**src/rtl/mcr_pkg.sv**
```systemverilog
`timescale 1ns / 1ps
// ----------------------------------------------------------------------------
// Circle rasterizer package
// Shared widths, command codes and the point group record that is passed
// from the command front end to the pixel back end.
// ----------------------------------------------------------------------------
package mcr_pkg;

  localparam int ValW             = 10;  // center and radius width
  localparam int DecW             = 14;  // decision variable width
  localparam int CoordBitsDefault = 12;  // default pixel coordinate width
  localparam int QueueDepth       = 2;
  localparam int QueuePtrW        = $clog2(QueueDepth);
  localparam int QueueCntW        = $clog2(QueueDepth + 1);
  localparam int GroupPixels      = 8;
  localparam int PixIdxW          = $clog2(GroupPixels);
  localparam int InDataW          = ((3 * ValW + 7) / 8) * 8;

  typedef enum logic {
    OpStart   = 1'b0,
    OpAdvance = 1'b1
  } op_e;

  // One decoded command from the slave side.
  typedef struct packed {
    op_e              op;
    logic [ValW-1:0]  center_x;
    logic [ValW-1:0]  center_y;
    logic [ValW-1:0]  radius;
  } cmd_t;

  // One octant point whose eight mirrored pixels still have to be sent.
  typedef struct packed {
    logic [ValW-1:0]  center_x;
    logic [ValW-1:0]  center_y;
    logic [ValW-1:0]  off_x;
    logic [ValW-1:0]  off_y;
    logic             done;
  } group_t;

  // Queue status seen by the front and back ends.
  typedef struct packed {
    logic full;
    logic empty;
  } queue_stat_t;

endpackage

```
**src/rtl/midpoint_circle_rasterizer_unit.sv**
```systemverilog
`timescale 1ns / 1ps
// ----------------------------------------------------------------------------
// Midpoint circle rasterizer
// Command driven circle plotter: a start request loads center and radius,
// each advance request steps one octant point; every point yields eight
// mirrored pixels on the master stream.
// ----------------------------------------------------------------------------
// Usage:
//   Slave stream: tuser is the opcode (0 start, 1 advance); tdata carries
//   center_x, center_y and radius. Master stream: eight pixels per request
//   that produces a group; tdata holds pixel_x and pixel_y, tlast marks the
//   eighth pixel of a point group and tuser is set on all pixels of the
//   circle's final group. A request accepted by the front end is written
//   into the group queue and then loaded into the output register, which
//   sends one pixel per cycle while the receiver does not stall. An advance
//   with no running circle produces nothing. A two-entry group queue lets
//   the front end take requests while the back end is still sending the
//   previous group.
//   Reset clears the circle state, the queue and the output valid flag; the
//   block then idles with no circle running.
//   When the receiver stalls, the held pixel stays put; once the queue is
//   full, s_axis_tready_o drops until the back end drains an entry.
// ----------------------------------------------------------------------------
module midpoint_circle_rasterizer_unit
  import mcr_pkg::*;
#(
  parameter int COORD_BITS = CoordBitsDefault
) (
  input  logic clk_i,
  input  logic rst_ni,
  // Request stream.
  input  logic               s_axis_tvalid_i,
  output logic               s_axis_tready_o,
  // tdata: center_x [9:0], center_y [19:10], radius [29:20], zero fill
  input  logic [InDataW-1:0] s_axis_tdata_i,
  // tuser: op
  input  logic               s_axis_tuser_i,
  // Pixel stream.
  output logic                                     m_axis_tvalid_o,
  input  logic                                     m_axis_tready_i,
  // tdata: pixel_x [COORD_BITS-1:0], pixel_y above it, zero fill
  output logic [((2*COORD_BITS+7)/8)*8-1:0]        m_axis_tdata_o,
  // tlast: last_pixel
  output logic                                     m_axis_tlast_o,
  // tuser: circle_done
  output logic                                     m_axis_tuser_o
);

  localparam int OutDataW = ((2 * COORD_BITS + 7) / 8) * 8;

  cmd_t                  cmd;
  group_t                push_group, head;
  queue_stat_t           qstat;
  logic                  push, pop;
  logic [COORD_BITS-1:0] pix_x, pix_y;

  // Unpack the request; the opcode arrives on tuser.
  assign cmd.op       = op_e'(s_axis_tuser_i);
  assign cmd.center_x = s_axis_tdata_i[ValW-1:0];
  assign cmd.center_y = s_axis_tdata_i[2*ValW-1:ValW];
  assign cmd.radius   = s_axis_tdata_i[3*ValW-1:2*ValW];

  // Front end: holds the circle and steps the midpoint decision.
  mcr_front u_front (
    .clk_i        (clk_i),
    .rst_ni       (rst_ni),
    .cmd_valid_i  (s_axis_tvalid_i),
    .cmd_ready_o  (s_axis_tready_o),
    .cmd_i        (cmd),
    .queue_full_i (qstat.full),
    .push_o       (push),
    .push_group_o (push_group)
  );

  // Point groups waiting to be rasterized.
  mcr_queue u_queue (
    .clk_i        (clk_i),
    .rst_ni       (rst_ni),
    .push_i       (push),
    .push_group_i (push_group),
    .pop_i        (pop),
    .head_o       (head),
    .stat_o       (qstat)
  );

  // Back end: sends the eight mirrored pixels of the queue head.
  mcr_back #(
    .COORD_BITS (COORD_BITS)
  ) u_back (
    .clk_i        (clk_i),
    .rst_ni       (rst_ni),
    .head_i       (head),
    .head_valid_i (!qstat.empty),
    .pop_o        (pop),
    .pix_valid_o  (m_axis_tvalid_o),
    .pix_ready_i  (m_axis_tready_i),
    .pix_x_o      (pix_x),
    .pix_y_o      (pix_y),
    .pix_last_o   (m_axis_tlast_o),
    .pix_done_o   (m_axis_tuser_o)
  );

  // Pack the two coordinates, zero filled to whole bytes.
  assign m_axis_tdata_o = OutDataW'({pix_y, pix_x});

endmodule

```
**src/rtl/mcr_front.sv**
```systemverilog
`timescale 1ns / 1ps
// ----------------------------------------------------------------------------
// Circle rasterizer command front end
// Holds the running circle and steps the midpoint decision on each advance
// while a circle runs, handing every new point to the group queue.
// ----------------------------------------------------------------------------
module mcr_front
  import mcr_pkg::*;
(
  input  logic   clk_i,
  input  logic   rst_ni,
  input  logic   cmd_valid_i,
  output logic   cmd_ready_o,
  input  cmd_t   cmd_i,
  input  logic   queue_full_i,
  output logic   push_o,
  output group_t push_group_o
);

  logic [ValW-1:0] cx_q, cx_d, cy_q, cy_d;
  logic [ValW-1:0] x_q, x_d, y_q, y_d;
  logic [DecW-1:0] dec_q, dec_d;
  logic            active_q, active_d;

  logic            accept;
  logic [ValW-1:0] x_inc, y_dec;
  logic [DecW-1:0] diff, step_pos, step_neg;
  logic            dec_pos;
  logic            done;

  assign cmd_ready_o = !queue_full_i;
  assign accept      = cmd_valid_i && cmd_ready_o;

  always_comb begin
    x_inc    = x_q + ValW'(1);
    y_dec    = y_q - ValW'(1);
    dec_pos  = !dec_q[DecW-1] && (dec_q != '0);
    diff     = DecW'(x_inc) - DecW'(y_dec);
    step_pos = (diff << 2) + DecW'(10);
    step_neg = (DecW'(x_inc) << 2) + DecW'(6);

    cx_d     = cx_q;
    cy_d     = cy_q;
    x_d      = x_q;
    y_d      = y_q;
    dec_d    = dec_q;
    active_d = active_q;
    push_o   = 1'b0;

    if (accept && cmd_i.op == OpStart) begin
      cx_d   = cmd_i.center_x;
      cy_d   = cmd_i.center_y;
      x_d    = '0;
      y_d    = cmd_i.radius;
      dec_d  = DecW'(3) - {{(DecW-ValW-1){1'b0}}, cmd_i.radius, 1'b0};
      push_o = 1'b1;
    end else if (accept && active_q) begin
      x_d = x_inc;
      if (dec_pos) begin
        y_d   = y_dec;
        dec_d = dec_q + step_pos;
      end else begin
        dec_d = dec_q + step_neg;
      end
      push_o = 1'b1;
    end

    done = !(x_d < y_d);
    if (push_o) begin
      active_d = !done;
    end

    push_group_o.center_x = cx_d;
    push_group_o.center_y = cy_d;
    push_group_o.off_x    = x_d;
    push_group_o.off_y    = y_d;
    push_group_o.done     = done;
  end

  always_ff @(posedge clk_i or negedge rst_ni) begin
    if (!rst_ni) begin
      cx_q     <= '0;
      cy_q     <= '0;
      x_q      <= '0;
      y_q      <= '0;
      dec_q    <= '0;
      active_q <= 1'b0;
    end else begin
      cx_q     <= cx_d;
      cy_q     <= cy_d;
      x_q      <= x_d;
      y_q      <= y_d;
      dec_q    <= dec_d;
      active_q <= active_d;
    end
  end

endmodule

```
**src/rtl/mcr_queue.sv**
```systemverilog
`timescale 1ns / 1ps
// ----------------------------------------------------------------------------
// Circle rasterizer group queue
// Short first-in first-out buffer of point groups between front and back end.
// ----------------------------------------------------------------------------
module mcr_queue
  import mcr_pkg::*;
(
  input  logic        clk_i,
  input  logic        rst_ni,
  input  logic        push_i,
  input  group_t      push_group_i,
  input  logic        pop_i,
  output group_t      head_o,
  output queue_stat_t stat_o
);

  group_t                mem_q [QueueDepth];
  logic [QueuePtrW-1:0]  wr_ptr_q, wr_ptr_d, rd_ptr_q, rd_ptr_d;
  logic [QueueCntW-1:0]  cnt_q, cnt_d;
  logic                  do_push, do_pop;

  assign stat_o.full  = (cnt_q == QueueCntW'(QueueDepth));
  assign stat_o.empty = (cnt_q == '0);
  assign do_push      = push_i && !stat_o.full;
  assign do_pop       = pop_i && !stat_o.empty;
  assign head_o       = mem_q[rd_ptr_q];

  function automatic logic [QueuePtrW-1:0] ptr_next(logic [QueuePtrW-1:0] p);
    logic [QueuePtrW-1:0] n;
    if (p == QueuePtrW'(QueueDepth - 1)) begin
      n = '0;
    end else begin
      n = p + QueuePtrW'(1);
    end
    return n;
  endfunction

  always_comb begin
    wr_ptr_d = do_push ? ptr_next(wr_ptr_q) : wr_ptr_q;
    rd_ptr_d = do_pop ? ptr_next(rd_ptr_q) : rd_ptr_q;
    cnt_d    = cnt_q + QueueCntW'(do_push) - QueueCntW'(do_pop);
  end

  always_ff @(posedge clk_i) begin
    if (do_push) begin
      mem_q[wr_ptr_q] <= push_group_i;
    end
  end

  always_ff @(posedge clk_i or negedge rst_ni) begin
    if (!rst_ni) begin
      wr_ptr_q <= '0;
      rd_ptr_q <= '0;
      cnt_q    <= '0;
    end else begin
      wr_ptr_q <= wr_ptr_d;
      rd_ptr_q <= rd_ptr_d;
      cnt_q    <= cnt_d;
    end
  end

endmodule

```
**src/rtl/mcr_back.sv**
```systemverilog
`timescale 1ns / 1ps
// ----------------------------------------------------------------------------
// Circle rasterizer pixel back end
// Walks the eight mirrored pixels of the queue head into an output register.
// ----------------------------------------------------------------------------
module mcr_back
  import mcr_pkg::*;
#(
  parameter int COORD_BITS = CoordBitsDefault
) (
  input  logic                  clk_i,
  input  logic                  rst_ni,
  input  group_t                head_i,
  input  logic                  head_valid_i,
  output logic                  pop_o,
  output logic                  pix_valid_o,
  input  logic                  pix_ready_i,
  output logic [COORD_BITS-1:0] pix_x_o,
  output logic [COORD_BITS-1:0] pix_y_o,
  output logic                  pix_last_o,
  output logic                  pix_done_o
);

  logic [PixIdxW-1:0]    idx_q, idx_d;
  logic                  vld_q, vld_d;
  logic [COORD_BITS-1:0] px_q, px_d, py_q, py_d;
  logic                  last_q, last_d, done_q, done_d;
  logic                  load;
  logic [ValW-1:0]       dx, dy;

  assign load  = head_valid_i && (!vld_q || pix_ready_i);
  assign pop_o = load && (idx_q == PixIdxW'(GroupPixels - 1));

  always_comb begin
    // Upper four pixels swap the roles of the two offsets.
    dx = idx_q[2] ? head_i.off_y : head_i.off_x;
    dy = idx_q[2] ? head_i.off_x : head_i.off_y;

    px_d = idx_q[0] ? COORD_BITS'(head_i.center_x) - COORD_BITS'(dx)
                    : COORD_BITS'(head_i.center_x) + COORD_BITS'(dx);
    py_d = idx_q[1] ? COORD_BITS'(head_i.center_y) - COORD_BITS'(dy)
                    : COORD_BITS'(head_i.center_y) + COORD_BITS'(dy);
    last_d = (idx_q == PixIdxW'(GroupPixels - 1));
    done_d = head_i.done;

    if (load) begin
      vld_d = 1'b1;
      idx_d = idx_q + PixIdxW'(1);
    end else begin
      vld_d = vld_q && !pix_ready_i;
      idx_d = idx_q;
    end
  end

  always_ff @(posedge clk_i) begin
    if (load) begin
      px_q   <= px_d;
      py_q   <= py_d;
      last_q <= last_d;
      done_q <= done_d;
    end
  end

  always_ff @(posedge clk_i or negedge rst_ni) begin
    if (!rst_ni) begin
      idx_q <= '0;
      vld_q <= 1'b0;
    end else begin
      idx_q <= idx_d;
      vld_q <= vld_d;
    end
  end

  assign pix_valid_o = vld_q;
  assign pix_x_o     = px_q;
  assign pix_y_o     = py_q;
  assign pix_last_o  = last_q;
  assign pix_done_o  = done_q;

endmodule
```
**config.mk**
```make
export PLATFORM = sky130hd
export DESIGN_NAME = midpoint_circle_rasterizer_unit
export DESIGN_NICKNAME = d
export VERILOG_FILES = /design/src/rtl/mcr_pkg.sv /design/src/rtl/midpoint_circle_rasterizer_unit.sv /design/src/rtl/mcr_front.sv /design/src/rtl/mcr_queue.sv /design/src/rtl/mcr_back.sv
export SDC_FILE = /design/constraint.sdc
export NUM_CORES = 1
export LEC_CHECK = 0
export CAP_MARGIN = 20
export CORE_ASPECT_RATIO = 0.75
export CORE_UTILIZATION = 45
export CTS_BUF_LIST = sky130_fd_sc_hd__clkbuf_8
export CTS_CLUSTER_SIZE = 28
export DETAILED_ROUTE_END_ITERATION = 8
export DONT_BUFFER_PORTS = 1
export PLACE_DENSITY = 0.58
export SLEW_MARGIN = 5
export SYNTH_ARGS = -nofsm -noshare
export SYNTH_HDL_FRONTEND = slang
export SYNTH_SLANG_ARGS = --single-unit
```
**constraint.sdc**
```tcl
create_clock -name clk_i -period 7 [get_ports clk_i]
set_input_delay 0.7 -clock clk_i [delete_from_list [all_inputs] [get_ports clk_i]]
set_output_delay 0.7 -clock clk_i [all_outputs]
set_load 0.02 [all_outputs]
```
**Word-level counts from Yosys, hierarchy flattened**

Memories as Yosys holds them, arrays and structs flattened.
Index checks and enable logic that the tools add are counted.
W data, S select, Z words.

- Register bits after elaboration: 89
- Output and inout port bits: 28
- Bits of input ports: 37
- RAM bits: 82
- Logic and storage cells: 77
- Memories kept: 1

Memory list:

| memory | words | width | read ports | clocked after Yosys merged registers in | wr ports | RTL line | RTL |
|---|---|---|---|---|---|---|---|
| u_queue.mem_q | 2 | 41 | 1 | 0 | 1 | mcr_queue.sv:18 | `group_t mem_q [QueueDepth];` |

- Mux-type cells: 21
- Equal/unequal tests: 2
- $add $sub $neg: 17
- Order comparisons: 1
- Bitwise logic cells: 1
- Reductions and logical operators: 19

Operator list:

| operator | number |
|---|---|
| $mux W10 | 9 |
| $mux W14 | 3 |
| $sub A10 B10 Y11 | 3 |
| $add A14 B14 Y14 | 2 |
| $mux W12 | 2 |
| $add A10 B10 Y11 | 2 |
| $add A14 B4 Y14 const B | 1 |
| $reduce_bool A14 Y1 | 1 |
| $add A12 B3 Y13 const B | 1 |
| $sub A2 B11 Y12 const A | 1 |
| $add A10 B1 Y10 const B | 1 |
| $lt A10 B10 Y1 | 1 |
| $sub A10 B1 Y10 const B | 1 |
| $logic_and A1 B1 Y1 | 9 |
| $mux W1 | 7 |
| $logic_not A1 Y1 | 6 |
| $add A3 B1 Y3 const B | 1 |
| $eq A3 B3 Y1 const B | 1 |
| $add A1 B1 Y1 const B | 2 |
| $add A2 B1 Y2 | 1 |
| $eq A2 B2 Y1 const B | 1 |
| $logic_not A2 Y1 | 1 |
| $reduce_bool A2 Y1 | 1 |
| $sub A2 B1 Y2 | 1 |
| 2 further kinds | 2 |

**Logic depth before layout (Yosys ltp)**

- Depth in word-level cells: 9
- Depth in mapped cells: 20
- Mapped depth without buffers: 19

**Cells and area by module**

From an unflattened synthesis, not the netlist that was laid out.

- Cells, all modules: 1026
- Area total of the unflattened synthesis: 11164.5 um2

By module, submodules not included:

| module | instances | area an instance (um2) | seq. area each (um2) | cells an instance |
|---|---|---|---|---|
| mcr_front | 1 | 4744.6 | 1376.3 | 554 |
| mcr_queue | 1 | 3362.0 | 2562.5 | 146 |
| mcr_back | 1 | 3054.2 | 880.8 | 325 |
| midpoint_circle_rasterizer_unit | 1 | 3.8 | 0.0 | 1 |

**Worst setup path before layout**

OpenSTA, ideal clock, no wires.

- Path kind: flip-flop to flip-flop
- Start: reg u_front.y_q[0]
- End: reg u_front.dec_q[13]
- Library setup time: 142 ps
- Period minus slack after synthesis: 4382 ps
- Arrival time: 4240 ps
- Stages on the path, launching flop included: 19
- Path slack: 2618 ps
- Required time: 6858 ps
- Buffers on the path: 1
- Cell sequence: dfrtp_1 > or3_4 > or3_4 > or3_4 > xor2_1 > ha_1 > a21oi_1 > inv_1 > a311oi_1 > a21oi_1 > ha_1 > ha_1 > clkbuf_1 > and3_1 > and3_1 > a2111oi_0 > nor2_1 > nand2_1 > o221ai_1

- Cells in the longest elaborated chain, start to end: 7

RTL lines:

| item | RTL line | RTL |
|---|---|---|
| from (decl) | mcr_front.sv:21 | `logic [ValW-1:0] x_q, x_d, y_q, y_d;` |
| from (signal assigned) | mcr_front.sv:92 | `y_q <= y_d;` |
| $sub A10 B1 Y10 | mcr_front.sv:36 | `y_dec = y_q - ValW'(1);` |
| $sub A10 B10 Y11 | mcr_front.sv:38 | `diff = DecW'(x_inc) - DecW'(y_dec);` |
| $add A14 B4 Y14 | mcr_front.sv:39 | `step_pos = (diff << 2) + DecW'(10);` |
| $add A14 B14 Y14 | mcr_front.sv:61 | `dec_d = dec_q + step_pos;` |
| $mux W14 | mcr_front.sv:59 | `if (dec_pos) begin` |
| $mux W14 | mcr_front.sv:57 | `end else if (accept && active_q) begin` |
| $mux W14 | mcr_front.sv:50 | `if (accept && cmd_i.op == OpStart) begin` |
| to (signal assigned) | mcr_front.sv:86 | `dec_q <= '0;` |
| to (signal assigned) | mcr_front.sv:93 | `dec_q <= dec_d;` |
| to (decl) | mcr_front.sv:22 | `logic [DecW-1:0] dec_q, dec_d;` |

Every way passes these cells. The select of a mux whose other input is x is not followed.
A chain may end at the register's enable or synchronous reset.

**Final worst setup path**

- Start: reg u_front.x_q[0]
- End: reg u_front.dec_q[13]

- Cells in the longest elaborated chain, start to end: 7
- Elaborated cells on any way between the ends: 9
- Classes of those cells: add/sub: 6; mux: 3

RTL lines:

| item | RTL line | RTL |
|---|---|---|
| from (decl) | mcr_front.sv:21 |  |
| from (signal assigned) | mcr_front.sv:84 | `x_q <= '0;` |
| from (signal assigned) | mcr_front.sv:91 | `x_q <= x_d;` |
| $add A10 B1 Y10 * | mcr_front.sv:35 | `x_inc = x_q + ValW'(1);` |
| $sub A10 B10 Y11 | mcr_front.sv:38 |  |
| $add A14 B4 Y14 | mcr_front.sv:39 |  |
| $add A14 B14 Y14 | mcr_front.sv:61 |  |
| $mux W14 * | mcr_front.sv:59 |  |
| $mux W14 * | mcr_front.sv:57 |  |
| $mux W14 * | mcr_front.sv:50 |  |

Every way passes the cells marked *; elsewhere a longest branch is shown, timed or not. The select of a mux whose other input is x is not followed.

==> impl_metrics.yaml <==
setup_path:
  r2r-end: "u_front.dec_q[13]"
  timing.critical_path.required_ps: 7350
  worst_r2r_path_depth: 16
  cp-start-kind: "flip-flop"
  critPathLaunch: "u_front.x_q[0]"
  worstSetupEndpointType: "flip-flop"
  timing.critical_path.fanout_max: 12
  timing_worst_setup_path_type: "flip-flop to flip-flop"
  reg2reg_slack_ps: 1800
  r2r_start: "u_front.x_q[0]"
  worst-endpoint-arrival_ps: 5550
cts:
  cts.root.buffer_cell: "sky130_fd_sc_hd__clkbuf_8"
  htree_levels: 4
  clk_pin_slew_worst_paths_ps: 90
  tritoncts: "built"
  clk_path_buf_depth: 2
  clock_insertion_delay_worst_skew_ps: 480
  postCtsSetupBuffers: 0
  cts_buffers: 17
  clock_sink_count: 171
global_route:
  grt_overflow_total: 0
  grt_pass1_wl_um: 41400
  maximum_number_of_pins_on_one_net_before_global_route_repair: 64
  grt_util_all_layers: 0.220
  antenna_violations_before_repair: 0
  grt_pass1_vias: 7269
timing:
  setup_total_negative_slack_ps: 0
  hold_ws_ps: 109
  setup_slack_ps: 1800
  final-hold-violation-count: 0
  finalSetupViolCount: 0
  period_needed_ps: 5200
  drv_slew: 0
  clock_skew_ps: 17.5
  finalCritPeriodShare: 0.742
  worst-slew-pin-transition_ps: 881
  timing.max_slew.rel_slack: 0.413
  fmax_ghz: 0.192
  grt_setup_unrepaired: "no"
routing:
  dr.pass1.iters: 5
  met1_length_um: 13600
  detailroute.via_count: 7673
  post_drt_via_cell_ratio: 5.64
  wire_per_inst_um: 19.2
  wl_met2_um: 10800
  met3RoutedLength_um: 1410
  route.top_layer_used: "met4"
  1st_iter_drt_viols: 618
  wl_um: 26100
  antenna_violating_nets_left: 0
  drt_drc_violations_left: 0
synthesis:
  post_synth_main_area_contributors: "sky130_fd_sc_hd__edfxtp_1 29%, sky130_fd_sc_hd__dfrtp_1 14%, sky130_fd_sc_hd__ha_1 11%"
  syn-mean-instance-area_um2: 10.8
  syn_nets: 1168
  synth-edff-count: 108
  synth.largest_area_cell: "sky130_fd_sc_hd__edfxtp_1"
  synth_cell_type_count: 71
  ys_dominant_reg_cell: "sky130_fd_sc_hd__edfxtp_1"
  synth_largest_type_area_fraction: 0.294
  synthesis.instances: 1023
  synth_async_sr_flop_share: 0.368
  ys_seq_area_frac: 0.437
  synth-seq-cells: 171
  ys_warn_count: 0
  netlist_area_um2: 11000
cells_and_area:
  final.fill_count: 2255
  antennaDiodeCount: 0
  layout-area-overhead-vs-synth_pct: 7.63
  design_area_um2: 11900
  layout_cell_share_with_drive_strength_beyond_1: 0.108
  multi_input_comb_area_um2: 5820
  sequential_cell_area_um2: 4820
  final_nets: 1162
floorplanning:
  core-area_um2: 24000
  floorplan.io_pins: 65
  start_util: 0.459
  floorplan.rows: 49
  fp.dieW_um: 183
  die_area_um2: 25100
  die-height_um: 138
placed_design:
  buffer_ports.inserted: 0
  place.detailed.hpwl_um: 18900
  place.gp.congestion: 0.868
  place_ws_ps: 1980
  placed_area_um2: 11400
run:
  max_cap_viol_count: 0
outcome:
  outcome: "finished clean"
hold_path:
  type_of_the_tightest_min_delay_check: "input port to asynchronous set/reset pin"
[timing repair]
item | 4_1_cts | 5_1_grt
resized for setup | 0 | 0
hold buffers | 1 | 0
hold endpoints to repair | 63 | 0
[metrics by stage]
| step | cells | utilization |
|---|---|---|
| finish | 1361 | 0.494 |
| global route | 1361 | 0.494 |
| CTS | 1360 | 0.493 |
| detailed placement | 1327 | 0.474 |
| global placement | 1327 | 0.474 |
| floorplan | 1023 | - |
[cell usage in the layout, fill, tap and decap left out, types with 7 or more instances in the layout]
master	n
sky130_fd_sc_hd__nand4_1	7
sky130_fd_sc_hd__xor2_1	35
sky130_fd_sc_hd__nor3_1	25
sky130_fd_sc_hd__a21oi_1	46
sky130_fd_sc_hd__inv_1	73
sky130_fd_sc_hd__clkbuf_8	18
sky130_fd_sc_hd__o211ai_1	13
sky130_fd_sc_hd__o21ai_0	49
sky130_fd_sc_hd__and3_1	7
sky130_fd_sc_hd__nor4_1	8
sky130_fd_sc_hd__o31ai_1	7
sky130_fd_sc_hd__mux2i_1	13
sky130_fd_sc_hd__o21bai_1	8
sky130_fd_sc_hd__a21o_1	15
sky130_fd_sc_hd__mux2_2	29
sky130_fd_sc_hd__nor2b_1	12
sky130_fd_sc_hd__nand3_1	20
sky130_fd_sc_hd__ha_1	101
sky130_fd_sc_hd__a211oi_1	15
sky130_fd_sc_hd__dfrtp_1	62
sky130_fd_sc_hd__xnor2_1	40
sky130_fd_sc_hd__nand2_1	104
sky130_fd_sc_hd__nor2_1	48
sky130_fd_sc_hd__o21a_1	11
sky130_fd_sc_hd__edfxtp_1	108
sky130_fd_sc_hd__fa_1	7
sky130_fd_sc_hd__buf_4	7
sky130_fd_sc_hd__mux4_2	20
sky130_fd_sc_hd__nand2b_1	9
sky130_fd_sc_hd__a31oi_1	7
[routing by layer]
layer  track usage  vias up
li1              -     3738
met4        0.0546        0
met5             0        -
met3        0.0441       13
met1         0.338     3729
met2         0.314      193
[layout make-up]
class	instances	share of cell area
repair buffers	9	0.00843
clock inverters	14	0.0163
inverters	74	0.0234
clock buffers	18	0.0209
flip-flops and latches	171	0.406
multi-input cells	744	0.490
well taps	331	0.0349
[registers in the layout, summed over array words and instances (netlist names)]
signal / flops
u_queue.mem_q: 82
u_front.dec_q: 14
u_back.pix_x_o: 12
u_back.pix_y_o: 12
u_front.cx_q: 10
u_front.cy_q: 10
u_front.x_q: 10
u_front.y_q: 10
u_back.idx_q: 3
u_queue.cnt_q: 2
u_back.pix_done_o: 1
u_back.pix_last_o: 1
u_back.pix_valid_o: 1
u_front.active_q: 1
u_queue.rd_ptr_q: 1
u_queue.wr_ptr_q: 1
[cell families (layout without fill, tap and decap cells)]
family | after synthesis | count (layout) | share of synthesized area
simple gates | 276 | 276 | 0.121
compound gates | 223 | 223 | 0.135
flops | 171 | 171 | 0.437
mux | 62 | 62 | 0.0822
xor+xnor | 75 | 75 | 0.0596
fa+ha+maj | 108 | 108 | 0.127
buf+inv | 108 | 115 | 0.0380
[how the worst max path moves through the flow]
| stage | endpoint |
|---|---|
| 2_1_floorplan | u_front.dec_q[13] |
| 3_3_place_gp | u_front.dec_q[13] |
| 3_5_place_dp | u_front.dec_q[13] |
| 4_1_cts | u_front.dec_q[13] |
| 5_1_grt | u_front.dec_q[13] |
| 6_report | u_front.dec_q[13] |
[cell usage after synthesis, types with 8 or more instances]
cell and n:
sky130_fd_sc_hd__mux2_2 29, sky130_fd_sc_hd__dfrtp_1 63, sky130_fd_sc_hd__xor2_1 35, sky130_fd_sc_hd__o21ai_0 49, sky130_fd_sc_hd__a21oi_1 47, sky130_fd_sc_hd__ha_1 101, sky130_fd_sc_hd__a21o_1 15, sky130_fd_sc_hd__edfxtp_1 108
sky130_fd_sc_hd__clkbuf_1 24, sky130_fd_sc_hd__inv_1 73, sky130_fd_sc_hd__nand2b_1 9, sky130_fd_sc_hd__o21bai_1 8, sky130_fd_sc_hd__nand2_1 104, sky130_fd_sc_hd__o21a_1 11, sky130_fd_sc_hd__nor2b_1 12, sky130_fd_sc_hd__mux4_2 20
sky130_fd_sc_hd__mux2i_1 13, sky130_fd_sc_hd__a211oi_1 15, sky130_fd_sc_hd__nor4_1 8, sky130_fd_sc_hd__nor2_1 49, sky130_fd_sc_hd__nand3_1 20, sky130_fd_sc_hd__xnor2_1 40, sky130_fd_sc_hd__nor3_1 26, sky130_fd_sc_hd__o211ai_1 13
[worst max-delay path: stages (launching register included)]
cell and delay, ps:
sky130_fd_sc_hd__dfrtp_1 610, sky130_fd_sc_hd__inv_1 170, sky130_fd_sc_hd__ha_1 400, sky130_fd_sc_hd__inv_1 100
sky130_fd_sc_hd__fa_1 460, sky130_fd_sc_hd__a211oi_1 580, sky130_fd_sc_hd__o21ai_0 280, sky130_fd_sc_hd__a311oi_1 340
sky130_fd_sc_hd__a21oi_1 90, sky130_fd_sc_hd__ha_1 300, sky130_fd_sc_hd__ha_1 400, sky130_fd_sc_hd__and3_1 220
sky130_fd_sc_hd__and3_1 170, sky130_fd_sc_hd__a2111oi_0 620, sky130_fd_sc_hd__nor2_1 120, sky130_fd_sc_hd__nand2_1 100
sky130_fd_sc_hd__o221ai_1 100
Power is not shown: default switching activity piles up to over one toggle a cycle in this logic, so the estimate is an artifact.
